==> src/rtl/cdad_pkg.sv <==
// Shared types, constants, microcode program and month table for the date adder.
`timescale 1ns / 1ps

package cdad_pkg;

   // Field widths of the transactions.
   localparam int YEAR_W  = 16;
   localparam int MONTH_W = 4;
   localparam int DAY_W   = 5;
   localparam int OFFS_W  = 16;
   localparam int DOY_W   = 9;
   localparam int STAT_W  = 2;
   localparam int TOTAL_W = 17;

   // Calendar constants.
   localparam logic [DOY_W-1:0]   DAYS_COMMON     = 9'd365;
   localparam logic [DOY_W-1:0]   DAYS_LEAP       = 9'd366;
   localparam logic [6:0]         R100_MAX        = 7'd99;
   localparam logic [MONTH_W-1:0] MONTHS_PER_YEAR = 4'd12;
   localparam logic [YEAR_W-1:0]  YEAR_MAX        = 16'hFFFF;

   // Reciprocal of one hundred, scaled by two to the power RECIP_SHIFT.
   localparam logic [16:0] RECIP_100   = 17'd83887;
   localparam int          RECIP_SHIFT = 23;
   localparam int          CENT_W      = 10;

   // Result status codes.
   localparam logic [STAT_W-1:0] ST_OK       = 2'd0;
   localparam logic [STAT_W-1:0] ST_BAD_DATE = 2'd1;
   localparam logic [STAT_W-1:0] ST_RANGE    = 2'd2;

   typedef struct packed {
      logic [YEAR_W-1:0]         year_in;
      logic [MONTH_W-1:0]        month_in;
      logic [DAY_W-1:0]          day_in;
      logic signed [OFFS_W-1:0]  day_offset;
   } req_type;

   typedef struct packed {
      logic [YEAR_W-1:0]  year_out;
      logic [MONTH_W-1:0] month_out;
      logic [DAY_W-1:0]   day_out;
      logic [DOY_W-1:0]   day_of_year;
      logic [STAT_W-1:0]  status;
   } rsp_type;

   // Datapath operations selected by the control word.
   typedef enum logic [3:0] {
      OP_NOP,
      OP_LOAD,
      OP_INIT,
      OP_ADD_MONTH,
      OP_ADD_OFFSET,
      OP_YEAR_DEC,
      OP_YEAR_INC,
      OP_SPLIT_START,
      OP_SPLIT_MONTH,
      OP_EMIT,
      OP_ERR_DATE,
      OP_ERR_RANGE
   } op_type;

   // Jump conditions tested by the sequencer.
   typedef enum logic [3:0] {
      C_NEVER,
      C_ALWAYS,
      C_NO_FIRE,
      C_BAD_DATE,
      C_MON_LT,
      C_NEG_OK,
      C_NEG,
      C_OVER_OK,
      C_OVER,
      C_SPLIT,
      C_OUT_BUSY
   } cond_type;

   // When the operation of a step is carried out.
   typedef enum logic [1:0] {
      RUN_ALWAYS,
      RUN_TAKEN,
      RUN_NOT_TAKEN
   } run_type;

   typedef logic [3:0] pc_type;

   typedef struct packed {
      op_type   op;
      cond_type cond;
      run_type  run;
      pc_type   target;
      pc_type   next;
   } uword_type;

   // Control from sequencer to datapath.
   typedef struct packed {
      op_type op;
      logic   en;
   } ctl_type;

   // Condition flags from datapath to sequencer.
   typedef struct packed {
      logic bad_date;
      logic mon_lt;
      logic neg_ok;
      logic neg;
      logic over_ok;
      logic over;
      logic split;
      logic out_busy;
   } flags_type;

   // Program addresses.
   localparam pc_type PC_IDLE      = 4'd0;
   localparam pc_type PC_INIT      = 4'd1;
   localparam pc_type PC_CHECK     = 4'd2;
   localparam pc_type PC_MONTHS    = 4'd3;
   localparam pc_type PC_OFFSET    = 4'd4;
   localparam pc_type PC_BACK      = 4'd5;
   localparam pc_type PC_BACK_CHK  = 4'd6;
   localparam pc_type PC_FWD       = 4'd7;
   localparam pc_type PC_FWD_CHK   = 4'd8;
   localparam pc_type PC_SPLIT0    = 4'd9;
   localparam pc_type PC_SPLIT     = 4'd10;
   localparam pc_type PC_EMIT      = 4'd11;
   localparam pc_type PC_ERR_DATE  = 4'd12;
   localparam pc_type PC_ERR_RANGE = 4'd13;

   // Microcode store: a condition hit jumps to target, otherwise to next.
   function automatic uword_type ucode(input pc_type pc);
      uword_type w;
      w = '{op: OP_NOP, cond: C_ALWAYS, run: RUN_ALWAYS, target: PC_IDLE, next: PC_IDLE};
      unique case (pc)
         PC_IDLE:      w = '{OP_LOAD, C_NO_FIRE, RUN_NOT_TAKEN, PC_IDLE, PC_INIT};
         PC_INIT:      w = '{OP_INIT, C_NEVER, RUN_ALWAYS, PC_IDLE, PC_CHECK};
         PC_CHECK:     w = '{OP_NOP, C_BAD_DATE, RUN_ALWAYS, PC_ERR_DATE, PC_MONTHS};
         PC_MONTHS:    w = '{OP_ADD_MONTH, C_MON_LT, RUN_TAKEN, PC_MONTHS, PC_OFFSET};
         PC_OFFSET:    w = '{OP_ADD_OFFSET, C_NEVER, RUN_ALWAYS, PC_IDLE, PC_BACK};
         PC_BACK:      w = '{OP_YEAR_DEC, C_NEG_OK, RUN_TAKEN, PC_BACK, PC_BACK_CHK};
         PC_BACK_CHK:  w = '{OP_NOP, C_NEG, RUN_ALWAYS, PC_ERR_RANGE, PC_FWD};
         PC_FWD:       w = '{OP_YEAR_INC, C_OVER_OK, RUN_TAKEN, PC_FWD, PC_FWD_CHK};
         PC_FWD_CHK:   w = '{OP_NOP, C_OVER, RUN_ALWAYS, PC_ERR_RANGE, PC_SPLIT0};
         PC_SPLIT0:    w = '{OP_SPLIT_START, C_NEVER, RUN_ALWAYS, PC_IDLE, PC_SPLIT};
         PC_SPLIT:     w = '{OP_SPLIT_MONTH, C_SPLIT, RUN_TAKEN, PC_SPLIT, PC_EMIT};
         PC_EMIT:      w = '{OP_EMIT, C_OUT_BUSY, RUN_NOT_TAKEN, PC_EMIT, PC_IDLE};
         PC_ERR_DATE:  w = '{OP_ERR_DATE, C_ALWAYS, RUN_ALWAYS, PC_EMIT, PC_EMIT};
         PC_ERR_RANGE: w = '{OP_ERR_RANGE, C_ALWAYS, RUN_ALWAYS, PC_EMIT, PC_EMIT};
         default:      w.op = OP_NOP;
      endcase
      return w;
   endfunction

   // Length of a month; months outside one to twelve have no days.
   function automatic logic [DAY_W-1:0] month_len(input logic leap,
                                                  input logic [MONTH_W-1:0] m);
      logic [DAY_W-1:0] len;
      unique case (m) inside
         4'd1, 4'd3, 4'd5, 4'd7, 4'd8, 4'd10, 4'd12: len = 5'd31;
         4'd4, 4'd6, 4'd9, 4'd11:                    len = 5'd30;
         4'd2:                                       len = leap ? 5'd29 : 5'd28;
         default:                                    len = 5'd0;
      endcase
      return len;
   endfunction

endpackage

==> src/rtl/calendar_date_add_days_unit.sv <==
// Top level of the Gregorian date plus day offset unit.
// After acceptance the unit sums earlier months, adds the offset, steps years, splits months;
// a full 16-bit offset crosses up to 90 years; an impossible date skips to its error step.
// Throughput: one transaction at a time; the next is taken once the result is in the
// output register, which the year-stepping loop of the sequencer dominates.
// Reset: synchronous; the sequencer returns to its idle step and rsp_valid clears.
`timescale 1ns / 1ps

module calendar_date_add_days_unit (
   input  logic              clock,
   input  logic              reset,
   input  logic              req_valid,
   output logic              req_ready,
   input  cdad_pkg::req_type req_data,
   output logic              rsp_valid,
   input  logic              rsp_ready,
   output cdad_pkg::rsp_type rsp_data
);

   cdad_pkg::ctl_type   ctl;
   cdad_pkg::flags_type flags;

   // Microcode sequencer.
   cdad_seq u_seq (
      .clock     (clock),
      .reset     (reset),
      .req_valid (req_valid),
      .flags     (flags),
      .req_ready (req_ready),
      .ctl       (ctl)
   );

   // Datapath with the result register.
   cdad_dp u_dp (
      .clock     (clock),
      .reset     (reset),
      .ctl       (ctl),
      .req_data  (req_data),
      .rsp_ready (rsp_ready),
      .flags     (flags),
      .rsp_valid (rsp_valid),
      .rsp_data  (rsp_data)
   );

   // An accepted transaction moves the sequencer out of its idle step.
   assert property (@(posedge clock) disable iff (reset)
      req_valid && req_ready |=> !req_ready)
      else $error("sequencer stayed idle after a transaction");

   // Error results carry an all-zero date.
   assert property (@(posedge clock) disable iff (reset)
      rsp_valid && (rsp_data.status != cdad_pkg::ST_OK) |->
         (rsp_data.year_out == '0) && (rsp_data.month_out == '0) &&
         (rsp_data.day_out == '0) && (rsp_data.day_of_year == '0))
      else $error("error result with non-zero date fields");

   // Good results hold a real month, day and day of year.
   assert property (@(posedge clock) disable iff (reset)
      rsp_valid && (rsp_data.status == cdad_pkg::ST_OK) |->
         (rsp_data.month_out != '0) && (rsp_data.month_out <= cdad_pkg::MONTHS_PER_YEAR) &&
         (rsp_data.day_out != '0) && (rsp_data.day_of_year < cdad_pkg::DAYS_LEAP))
      else $error("good result outside the calendar");

   // Status is one of the three defined codes.
   assert property (@(posedge clock) disable iff (reset)
      rsp_valid |-> (rsp_data.status == cdad_pkg::ST_OK) ||
                    (rsp_data.status == cdad_pkg::ST_BAD_DATE) ||
                    (rsp_data.status == cdad_pkg::ST_RANGE))
      else $error("undefined status code");

endmodule

==> src/rtl/cdad_seq.sv <==
// Microcode sequencer: step counter, control store and conditional jumps.
`timescale 1ns / 1ps

module cdad_seq (
   input  logic                clock,
   input  logic                reset,
   input  logic                req_valid,
   input  cdad_pkg::flags_type flags,
   output logic                req_ready,
   output cdad_pkg::ctl_type   ctl
);

   cdad_pkg::pc_type    pc_ff;
   cdad_pkg::pc_type    pc_in;
   cdad_pkg::uword_type word;
   logic                hit;
   logic                run;

   // Fetch the control word and resolve its jump condition.
   always_comb begin
      word = cdad_pkg::ucode(pc_ff);
      unique case (word.cond)
         cdad_pkg::C_NEVER:    hit = 1'b0;
         cdad_pkg::C_ALWAYS:   hit = 1'b1;
         cdad_pkg::C_NO_FIRE:  hit = !req_valid;
         cdad_pkg::C_BAD_DATE: hit = flags.bad_date;
         cdad_pkg::C_MON_LT:   hit = flags.mon_lt;
         cdad_pkg::C_NEG_OK:   hit = flags.neg_ok;
         cdad_pkg::C_NEG:      hit = flags.neg;
         cdad_pkg::C_OVER_OK:  hit = flags.over_ok;
         cdad_pkg::C_OVER:     hit = flags.over;
         cdad_pkg::C_SPLIT:    hit = flags.split;
         cdad_pkg::C_OUT_BUSY: hit = flags.out_busy;
         default:              hit = 1'b0;
      endcase
      unique case (word.run)
         cdad_pkg::RUN_TAKEN:     run = hit;
         cdad_pkg::RUN_NOT_TAKEN: run = !hit;
         default:                 run = 1'b1;
      endcase
      pc_in = hit ? word.target : word.next;
   end

   // The block takes a transaction only at the load step.
   assign req_ready = (word.op == cdad_pkg::OP_LOAD);
   assign ctl       = '{op: word.op, en: run};

   // Step counter.
   always_ff @(posedge clock) begin
      if (reset) begin
         pc_ff <= cdad_pkg::PC_IDLE;
      end else begin
         pc_ff <= pc_in;
      end
   end

endmodule

==> src/rtl/cdad_dp.sv <==
// Datapath: date registers, leap tracking, day arithmetic and result register.
`timescale 1ns / 1ps

module cdad_dp (
   input  logic                clock,
   input  logic                reset,
   input  cdad_pkg::ctl_type   ctl,
   input  cdad_pkg::req_type   req_data,
   input  logic                rsp_ready,
   output cdad_pkg::flags_type flags,
   output logic                rsp_valid,
   output cdad_pkg::rsp_type   rsp_data
);

   logic [cdad_pkg::YEAR_W-1:0]         year_ff, year_in;
   logic [cdad_pkg::MONTH_W-1:0]        month_ff, month_in;
   logic [cdad_pkg::DAY_W-1:0]          day_ff, day_in;
   logic signed [cdad_pkg::OFFS_W-1:0]  offset_ff, offset_in;
   logic signed [cdad_pkg::TOTAL_W-1:0] total_ff, total_in;
   logic [cdad_pkg::MONTH_W-1:0]        mcnt_ff, mcnt_in;
   logic [cdad_pkg::CENT_W-1:0]         cent_ff, cent_in;
   logic [6:0]                          r100_ff, r100_in;
   logic [1:0]                          q4_ff, q4_in;
   logic [cdad_pkg::DOY_W-1:0]          doy_ff, doy_in;
   logic [cdad_pkg::STAT_W-1:0]         stat_ff, stat_in;
   logic                                rsp_valid_ff, rsp_valid_in;
   cdad_pkg::rsp_type                   rsp_ff, rsp_in;

   logic [32:0]                  prod;
   logic [cdad_pkg::YEAR_W-1:0]  cent_x100;
   logic [cdad_pkg::YEAR_W-1:0]  rem_full;
   logic                         leap;
   logic                         leap_prev;
   logic [6:0]                   r100_prev;
   logic [1:0]                   q4_prev;
   logic [cdad_pkg::DOY_W-1:0]   ylen;
   logic [cdad_pkg::DOY_W-1:0]   ylen_prev;
   logic [cdad_pkg::DAY_W-1:0]   mlen_cur;
   logic [cdad_pkg::DAY_W-1:0]   mlen_start;

   // Century quotient of the incoming year by reciprocal multiplication.
   assign prod = 33'(req_data.year_in) * 33'(cdad_pkg::RECIP_100);

   // Remainder modulo one hundred from the registered quotient.
   assign cent_x100 = 16'({cent_ff, 6'd0}) + 16'({cent_ff, 5'd0}) + 16'({cent_ff, 2'd0});
   assign rem_full  = year_ff - cent_x100;

   // Leap rule for the current year and for the year before it.
   assign leap      = (year_ff[1:0] == 2'd0) && ((r100_ff != 7'd0) || (q4_ff == 2'd0));
   assign r100_prev = (r100_ff == 7'd0) ? cdad_pkg::R100_MAX : r100_ff - 7'd1;
   assign q4_prev   = (r100_ff == 7'd0) ? q4_ff - 2'd1 : q4_ff;
   assign leap_prev = (year_ff[1:0] == 2'd1) && ((r100_prev != 7'd0) || (q4_prev == 2'd0));
   assign ylen      = leap ? cdad_pkg::DAYS_LEAP : cdad_pkg::DAYS_COMMON;
   assign ylen_prev = leap_prev ? cdad_pkg::DAYS_LEAP : cdad_pkg::DAYS_COMMON;
   assign mlen_cur  = cdad_pkg::month_len(leap, mcnt_ff);
   assign mlen_start = cdad_pkg::month_len(leap, month_ff);

   // Condition flags for the sequencer.
   always_comb begin
      flags.bad_date = (month_ff == 4'd0) || (month_ff > cdad_pkg::MONTHS_PER_YEAR) ||
                       (day_ff == 5'd0) || (day_ff > mlen_start);
      flags.mon_lt   = (mcnt_ff < month_ff);
      flags.neg      = total_ff[cdad_pkg::TOTAL_W-1];
      flags.neg_ok   = flags.neg && (year_ff != 16'd0);
      flags.over     = !flags.neg && (total_ff[15:0] >= 16'(ylen));
      flags.over_ok  = flags.over && (year_ff != cdad_pkg::YEAR_MAX);
      flags.split    = (mcnt_ff < cdad_pkg::MONTHS_PER_YEAR) &&
                       (total_ff[15:0] >= 16'(mlen_cur));
      flags.out_busy = rsp_valid_ff && !rsp_ready;
   end

   // Operation decode.
   always_comb begin
      year_in      = year_ff;
      month_in     = month_ff;
      day_in       = day_ff;
      offset_in    = offset_ff;
      total_in     = total_ff;
      mcnt_in      = mcnt_ff;
      cent_in      = cent_ff;
      r100_in      = r100_ff;
      q4_in        = q4_ff;
      doy_in       = doy_ff;
      stat_in      = stat_ff;
      rsp_in       = rsp_ff;
      rsp_valid_in = rsp_valid_ff && !rsp_ready;
      if (ctl.en) begin
         unique case (ctl.op)
            cdad_pkg::OP_LOAD: begin
               year_in   = req_data.year_in;
               month_in  = req_data.month_in;
               day_in    = req_data.day_in;
               offset_in = req_data.day_offset;
               total_in  = 17'(req_data.day_in) - 17'd1;
               mcnt_in   = 4'd1;
               cent_in   = prod[cdad_pkg::RECIP_SHIFT +: cdad_pkg::CENT_W];
               stat_in   = cdad_pkg::ST_OK;
            end
            cdad_pkg::OP_INIT: begin
               r100_in = rem_full[6:0];
               q4_in   = cent_ff[1:0];
            end
            cdad_pkg::OP_ADD_MONTH: begin
               total_in = total_ff + $signed(17'(mlen_cur));
               mcnt_in  = mcnt_ff + 4'd1;
            end
            cdad_pkg::OP_ADD_OFFSET: begin
               total_in = total_ff + $signed({offset_ff[cdad_pkg::OFFS_W-1], offset_ff});
            end
            cdad_pkg::OP_YEAR_DEC: begin
               year_in  = year_ff - 16'd1;
               r100_in  = r100_prev;
               q4_in    = q4_prev;
               total_in = total_ff + $signed(17'(ylen_prev));
            end
            cdad_pkg::OP_YEAR_INC: begin
               year_in  = year_ff + 16'd1;
               r100_in  = (r100_ff == cdad_pkg::R100_MAX) ? 7'd0 : r100_ff + 7'd1;
               q4_in    = (r100_ff == cdad_pkg::R100_MAX) ? q4_ff + 2'd1 : q4_ff;
               total_in = total_ff - $signed(17'(ylen));
            end
            cdad_pkg::OP_SPLIT_START: begin
               doy_in  = total_ff[cdad_pkg::DOY_W-1:0];
               mcnt_in = 4'd1;
            end
            cdad_pkg::OP_SPLIT_MONTH: begin
               total_in = total_ff - $signed(17'(mlen_cur));
               mcnt_in  = mcnt_ff + 4'd1;
            end
            cdad_pkg::OP_ERR_DATE: begin
               stat_in = cdad_pkg::ST_BAD_DATE;
            end
            cdad_pkg::OP_ERR_RANGE: begin
               stat_in = cdad_pkg::ST_RANGE;
            end
            cdad_pkg::OP_EMIT: begin
               rsp_valid_in = 1'b1;
               if (stat_ff == cdad_pkg::ST_OK) begin
                  rsp_in.year_out    = year_ff;
                  rsp_in.month_out   = mcnt_ff;
                  rsp_in.day_out     = total_ff[cdad_pkg::DAY_W-1:0] + 5'd1;
                  rsp_in.day_of_year = doy_ff;
               end else begin
                  rsp_in.year_out    = '0;
                  rsp_in.month_out   = '0;
                  rsp_in.day_out     = '0;
                  rsp_in.day_of_year = '0;
               end
               rsp_in.status = stat_ff;
            end
            default: begin
               stat_in = stat_ff;
            end
         endcase
      end
   end

   // Working registers and the result register.
   always_ff @(posedge clock) begin
      if (reset) begin
         rsp_valid_ff <= 1'b0;
      end else begin
         rsp_valid_ff <= rsp_valid_in;
      end
      year_ff   <= year_in;
      month_ff  <= month_in;
      day_ff    <= day_in;
      offset_ff <= offset_in;
      total_ff  <= total_in;
      mcnt_ff   <= mcnt_in;
      cent_ff   <= cent_in;
      r100_ff   <= r100_in;
      q4_ff     <= q4_in;
      doy_ff    <= doy_in;
      stat_ff   <= stat_in;
      rsp_ff    <= rsp_in;
   end

   assign rsp_valid = rsp_valid_ff;
   assign rsp_data  = rsp_ff;

endmodule
==> config.mk <==
export PLATFORM = sky130hd
export DESIGN_NAME = calendar_date_add_days_unit
export DESIGN_NICKNAME = d
export VERILOG_FILES = /design/src/rtl/cdad_pkg.sv /design/src/rtl/calendar_date_add_days_unit.sv /design/src/rtl/cdad_seq.sv /design/src/rtl/cdad_dp.sv
export SDC_FILE = /design/constraint.sdc
export NUM_CORES = 1
export LEC_CHECK = 0
export BUFFER_PORTS_ARGS = -buffer_cell sky130_fd_sc_hd__buf_2
export CORE_MARGIN = 2
export CORE_UTILIZATION = 44
export DETAILED_ROUTE_END_ITERATION = 8
export SYNTH_ARGS = -nofsm -noshare
export SYNTH_HDL_FRONTEND = slang
export SYNTH_HIERARCHICAL = 1
export SYNTH_SLANG_ARGS = --single-unit
==> constraint.sdc <==
create_clock -name clock -period 19.1 [get_ports clock]
set_input_delay 4.775 -clock clock [delete_from_list [all_inputs] [get_ports clock]]
set_output_delay 4.775 -clock clock [all_outputs]
set_load 0.05 [all_outputs]
### Word-level counts from Yosys, hierarchy flattened

Index checks and enable logic that the tools add are counted.

| word-level totals | value |
|---|---|
| bits in registers | 128 |
| input port bits | 45 |
| output and inout port bits | 38 |
| word-level logic and storage cells | 176 |

| cells by class | value |
|---|---|
| add/sub/neg operators | 17 |
| multiply operators | 1 |
| order comparisons | 6 |
| eq/ne operators | 64 |
| muxes and demuxes | 22 |
| reductions and logical operators | 48 |

Operator list:

| kind | number |
|---|---|
| $pmux 14 s13 | 1 |
| $pmux 17 s6 | 1 |
| $eq 4x4->1 const B | 23 |
| $eq 4x3->1 const B | 20 |
| $pmux 16 s3 | 1 |
| $pmux 4 s11 | 1 |
| $eq 4x2->1 const B | 10 |
| $pmux 5 s3 | 2 |
| $mul 16x17->28 const B | 1 |
| $pmux 7 s3 | 1 |
| $eq 4x1->1 const B | 5 |
| $add 17x10->17 | 1 |
| $add 17x16->17 | 1 |
| $add 17x6->17 | 1 |
| $sub 17x10->17 | 1 |
| $sub 17x6->17 | 1 |
| $add 16x1->16 const B | 1 |
| $ge 16x5->1 | 1 |
| $ge 16x9->1 | 1 |
| $ne 16x16->1 const B | 1 |
| $reduce_and 2->1 | 8 |
| $reduce_bool 16->1 | 1 |
| $sub 16x1->16 const B | 1 |
| $add 7x7->7 | 2 |
| other kinds (39) | 71 |

### Logic depth before layout (Yosys ltp)

| logic depth | value |
|---|---|
| word-level depth | 11 |
| depth in mapped cells | 25 |
| mapped depth without buffers | 24 |

### Modules after synthesis

The synthesis kept the hierarchy.

Modules (own cells, without submodules):

| module | times used | cells an instance | area an instance (um2) | sequential area each (um2) |
|---|---|---|---|---|
| cdad_dp | 1 | 1,191 | 12,179.2 | 3,713.6 |
| cdad_seq | 1 | 89 | 669.4 | 80.1 |

### Worst setup path after synthesis

No wires, ideal clock.

| path | value |
|---|---|
| kind | input -> register |
| start point | input port req_data[38] (netlist name) |
| end point | register u_dp/cent_ff[4] (netlist name), data pin |
| setup time | 0.259 ns |
| arrival | 9.712 ns |
| required time | 18.841 ns |
| setup slack | 9.128 ns |
| stages | 18 |
| path buffers | 0 |
| cells stage by stage | fa_1 -> inv_1 -> fa_1 -> inv_1 -> fa_1 -> fa_1 -> fa_1 -> inv_1 -> fa_1 -> inv_1 -> ha_1 -> nand3_1 -> o221ai_1 -> a221oi_1 -> o31ai_1 -> a311oi_1 -> a21oi_1 -> xnor2_1 |

| on the way | value |
|---|---|
| cells in the longest elaborated chain, start to end | 1 |

Ends and longest elaborated chain:

| element | line | RTL |
|---|---|---|
| start, declared | calendar_date_add_days_unit.sv:14 | `input cdad_pkg::req_type req_data,` |
| $mul 16x17->28 | cdad_dp.sv:42 | `assign prod = 33'(req_data.year_in) * 33'(cdad_pkg::RECIP_100);` |
| via u_dp.prod[27] | cdad_dp.sv:29 | `logic [32:0] prod;` |
| end signal, assigned | cdad_dp.sv:171 | `cent_ff <= cent_in;` |
| end, declared | cdad_dp.sv:21 | `logic [cdad_pkg::CENT_W-1:0] cent_ff, cent_in;` |

The timed path passes the listed nets, and every way through them passes these cells.
A chain may end at the register's enable or synchronous reset.

### Worst setup path in the final report

Same ends and word-level chain as after synthesis.

==> impl_metrics.ini <==
[cts]
cts_buffer_depth = 2
cts_htree_levels = 4
holdBufCountCts = 0
post_cts_buffers = 0
ctsResizeCount = 0
cts_root_buffer = clkbuf_16
cts_made_buffers = 17
cts_tree = built
clk_pin_slew_worst_paths_ns = 0.07
cts_sinks = 128
clock_latency_ns = 0.42

[grt]
antenna_found_initial = 0
gr-usage-all-layers_pct = 20.1
grt_pass1_vias = 9217
grtUsageMet2_pct = 30.9
grt_busiest_layer = met2
grt_max_degree = 38
grt_util_met1_pct = 30.5
met3_usage_pct = 2.59
overflow = 0
grt_pass1_wl_um = 48600

[placed_design]
port_buffers = 82
dp_cells = 1719
place_area_um2 = 13600
gp_routability_congestion = 0.876
dp_hpwl_um = 23400

[finish]
area_growth_pct = 10.6
drive_gt1_share_pct = 10.8
post-route-util_pct = 49.5
multi_input_area_um2 = 8070
stdcell_count = 1751
seq_area_um2 = 3790
n_antenna_cell = 0
final_area_um2 = 14200
num-fill-cells = 2697
fin_nets = 1674

[routing]
vias_per_cell = 5.29
dr.pass1.iters = 6
final_antenna_net_count = 0
drc = 0
wl_per_cell_um = 16.9
vias = 9271
drt-initial-drc-count = 655
wl_um = 29600

[synthesis]
synth_top_area_share_pct = 28.7
synth_largest_area_cell = edfxtp_1
synth-edff-count = 123
yosysUniqueCellTypes = 85
synth_seq_cells = 128
yosys_warnings = 6
syn_area_um2 = 12800
syn_inst = 1280
avgSynthCellArea_um2 = 10.0
synth-async-reset-ratio_pct = 0
yosysSeqAreaShare_pct = 29.5
syn_nets = 1600
synthFlopType = edfxtp_1
ys_top_cells_by_area = edfxtp_1 29%, ha_1 17%, fa_1 15%

[floorplanning]
die_y_um = 175
core_area_um2 = 28700
die-area_um2 = 30600
start_util_pct = 44.8
fp-row-count = 62
ioPinCount = 83
die_x_um = 175

[worst_setup_path]
crit_slowest_cell = fa_1
crit_arrival_ns = 10.23
start_kind = input port
crit_end = u_dp/cent_ff[4]
r2r_cells = 16
cp_num_cells = 19
worst_path_most_repeated_cell = fa_1
worstReg2RegStart = u_seq/pc_ff[3]
critPathMaxFanout = 6
endpoint_kind = register
crit_required_ns = 19.26
path_cells = buf_2 > fa_1 > inv_1 > fa_1 > inv_1 > fa_1 > fa_1 > fa_1 > inv_1 > fa_1 > inv_1 > ha_1 > nand3_1 > o221ai_1 > a221oi_1 > o31ai_1 > a311oi_1 > a21oi_1 > xnor2_1
rr_endpoint = u_dp/total_ff[15]
critPathTopFamily = adder cells
r2r_slack_ns = 13.34
slowest_delay_ns = 0.58
critPathKind = input port to register
crit_start = req_data[38]
crit_buf_inv = 5

[timing]
fin_skew_ns = 0.0140
rsz0062_at_grt = false
relSlewSlack_pct = 23.1
timing.final.crit_period_ns = 10.07
fmax_mhz = 99.3
fin_crit_sh_pct = 52.7
maxSlewViolCount = 0
whs_ns = 0.515
worst_pin_slew_ns = 1.15
finalSetupViolCount = 0
final_hold_viol_count = 0
fin_setup_tns_ns = 0

[power_and_ir_drop]
power.density_nw_per_um2 = 198
total_leakage_power_nw = 6.36
ir_drop_mv = 0.0882

[run_status]
status = complete, no violations

[job]
drv_cap = 0

[worst_hold_path]
hp-class = register to register
[state kept, by name, indices dropped and copies added, names as in the netlist, 2 cells and up]
name            count
u_dp/q4_ff          2
u_dp/rsp_data      36
u_dp/r100_ff        7
u_dp/month_ff       4
u_seq/pc_ff         4
u_dp/offset_ff     16
u_dp/mcnt_ff        4
u_dp/doy_ff         9
u_dp/day_ff         5
u_dp/cent_ff        5
u_dp/total_ff      17
u_dp/year_ff       16
u_dp/stat_ff        2
[per-stage QoR]
stage / setup WS [ns] / power (mW)
floorplan: 9.13 / 2.02
global placement: 8.70 / 2.44
detailed placement: 8.61 / 2.47
CTS: 9.06 / 2.83
global route: 8.63 / 3.12
finish: 9.03 / 2.82
[where the power goes]
group	total (mW)	internal, mW	leakage, nW	switching (mW)
clock	0.338	0.198	0.289	0.140
sequential	0.643	0.515	1.21	0.128
combinational	1.84	0.763	4.86	1.08
total	2.82	1.47	6.36	1.35
[how the worst min path moves through the flow]
stage,startpoint,end,cells past startpoint
global route,u_dp/doy_ff[1],u_dp/rsp_data[3],1
finish,u_dp/doy_ff[2],u_dp/rsp_data[4],1
detailed placement,u_dp/doy_ff[1],u_dp/rsp_data[3],1
global placement,u_dp/doy_ff[1],u_dp/rsp_data[3],1
CTS,u_dp/doy_ff[2],u_dp/rsp_data[4],1
floorplan,u_dp/total_ff[6],u_dp/doy_ff[6],0
[cell usage after synthesis, types with 9 or more instances]
library cell,instances
nor2_1,75
o21ai_1,37
edfxtp_1,123
nor4_1,11
a211oi_1,14
inv_1,210
xnor2_1,36
nor2b_1,12
a21oi_1,66
clkbuf_1,23
xor2_1,33
o31ai_1,9
nor3_1,36
o21ai_0,24
ha_1,177
nand3_1,21
and2_1,30
nand2b_1,20
nand2_1,53
fa_1,98
[cell families after synthesis]
kind of cell | count (synthesis) | share of synthesized area (%)
buf+inv | 249 | 7.74
mux | 8 | 0.682
fa+ha+maj | 275 | 32.5
xor+xnor | 69 | 4.70
simple gates | 321 | 13.3
compound gates | 230 | 11.5
flops | 128 | 29.5
[routing by layer]
layer  wire, um  vias to the layer above
met5          0                        -
met4        373                        0
met3       1350                       25
met2      13100                      232
met1      14800                     4442
li1           -                     4572
[cells in the final DEF, fill, tap and decap left out, drive strengths merged, types with 32 or more instances in the layout]
cell type  netlist  final
buf              9     90
xor2            33     33
inv            213    220
nor2            77     77
o21ai           61     61
nor3            36     36
nand2           53     53
edfxtp         123    123
ha             177    177
fa              98     98
and2            32     32
xnor2           36     36
a21oi           66     66
[area by class of cell]
type / instances / share of cell area (%)
Sequential cell: 128 / 26.7
Clock inverter: 14 / 1.21
Clock buffer: 18 / 3.02
Timing Repair Buffer: 90 / 3.31
Inverter: 214 / 5.65
Tap cell: 384 / 3.38
Multi-Input combinational cell: 903 / 56.7
Power figures use the tool's default switching activity.
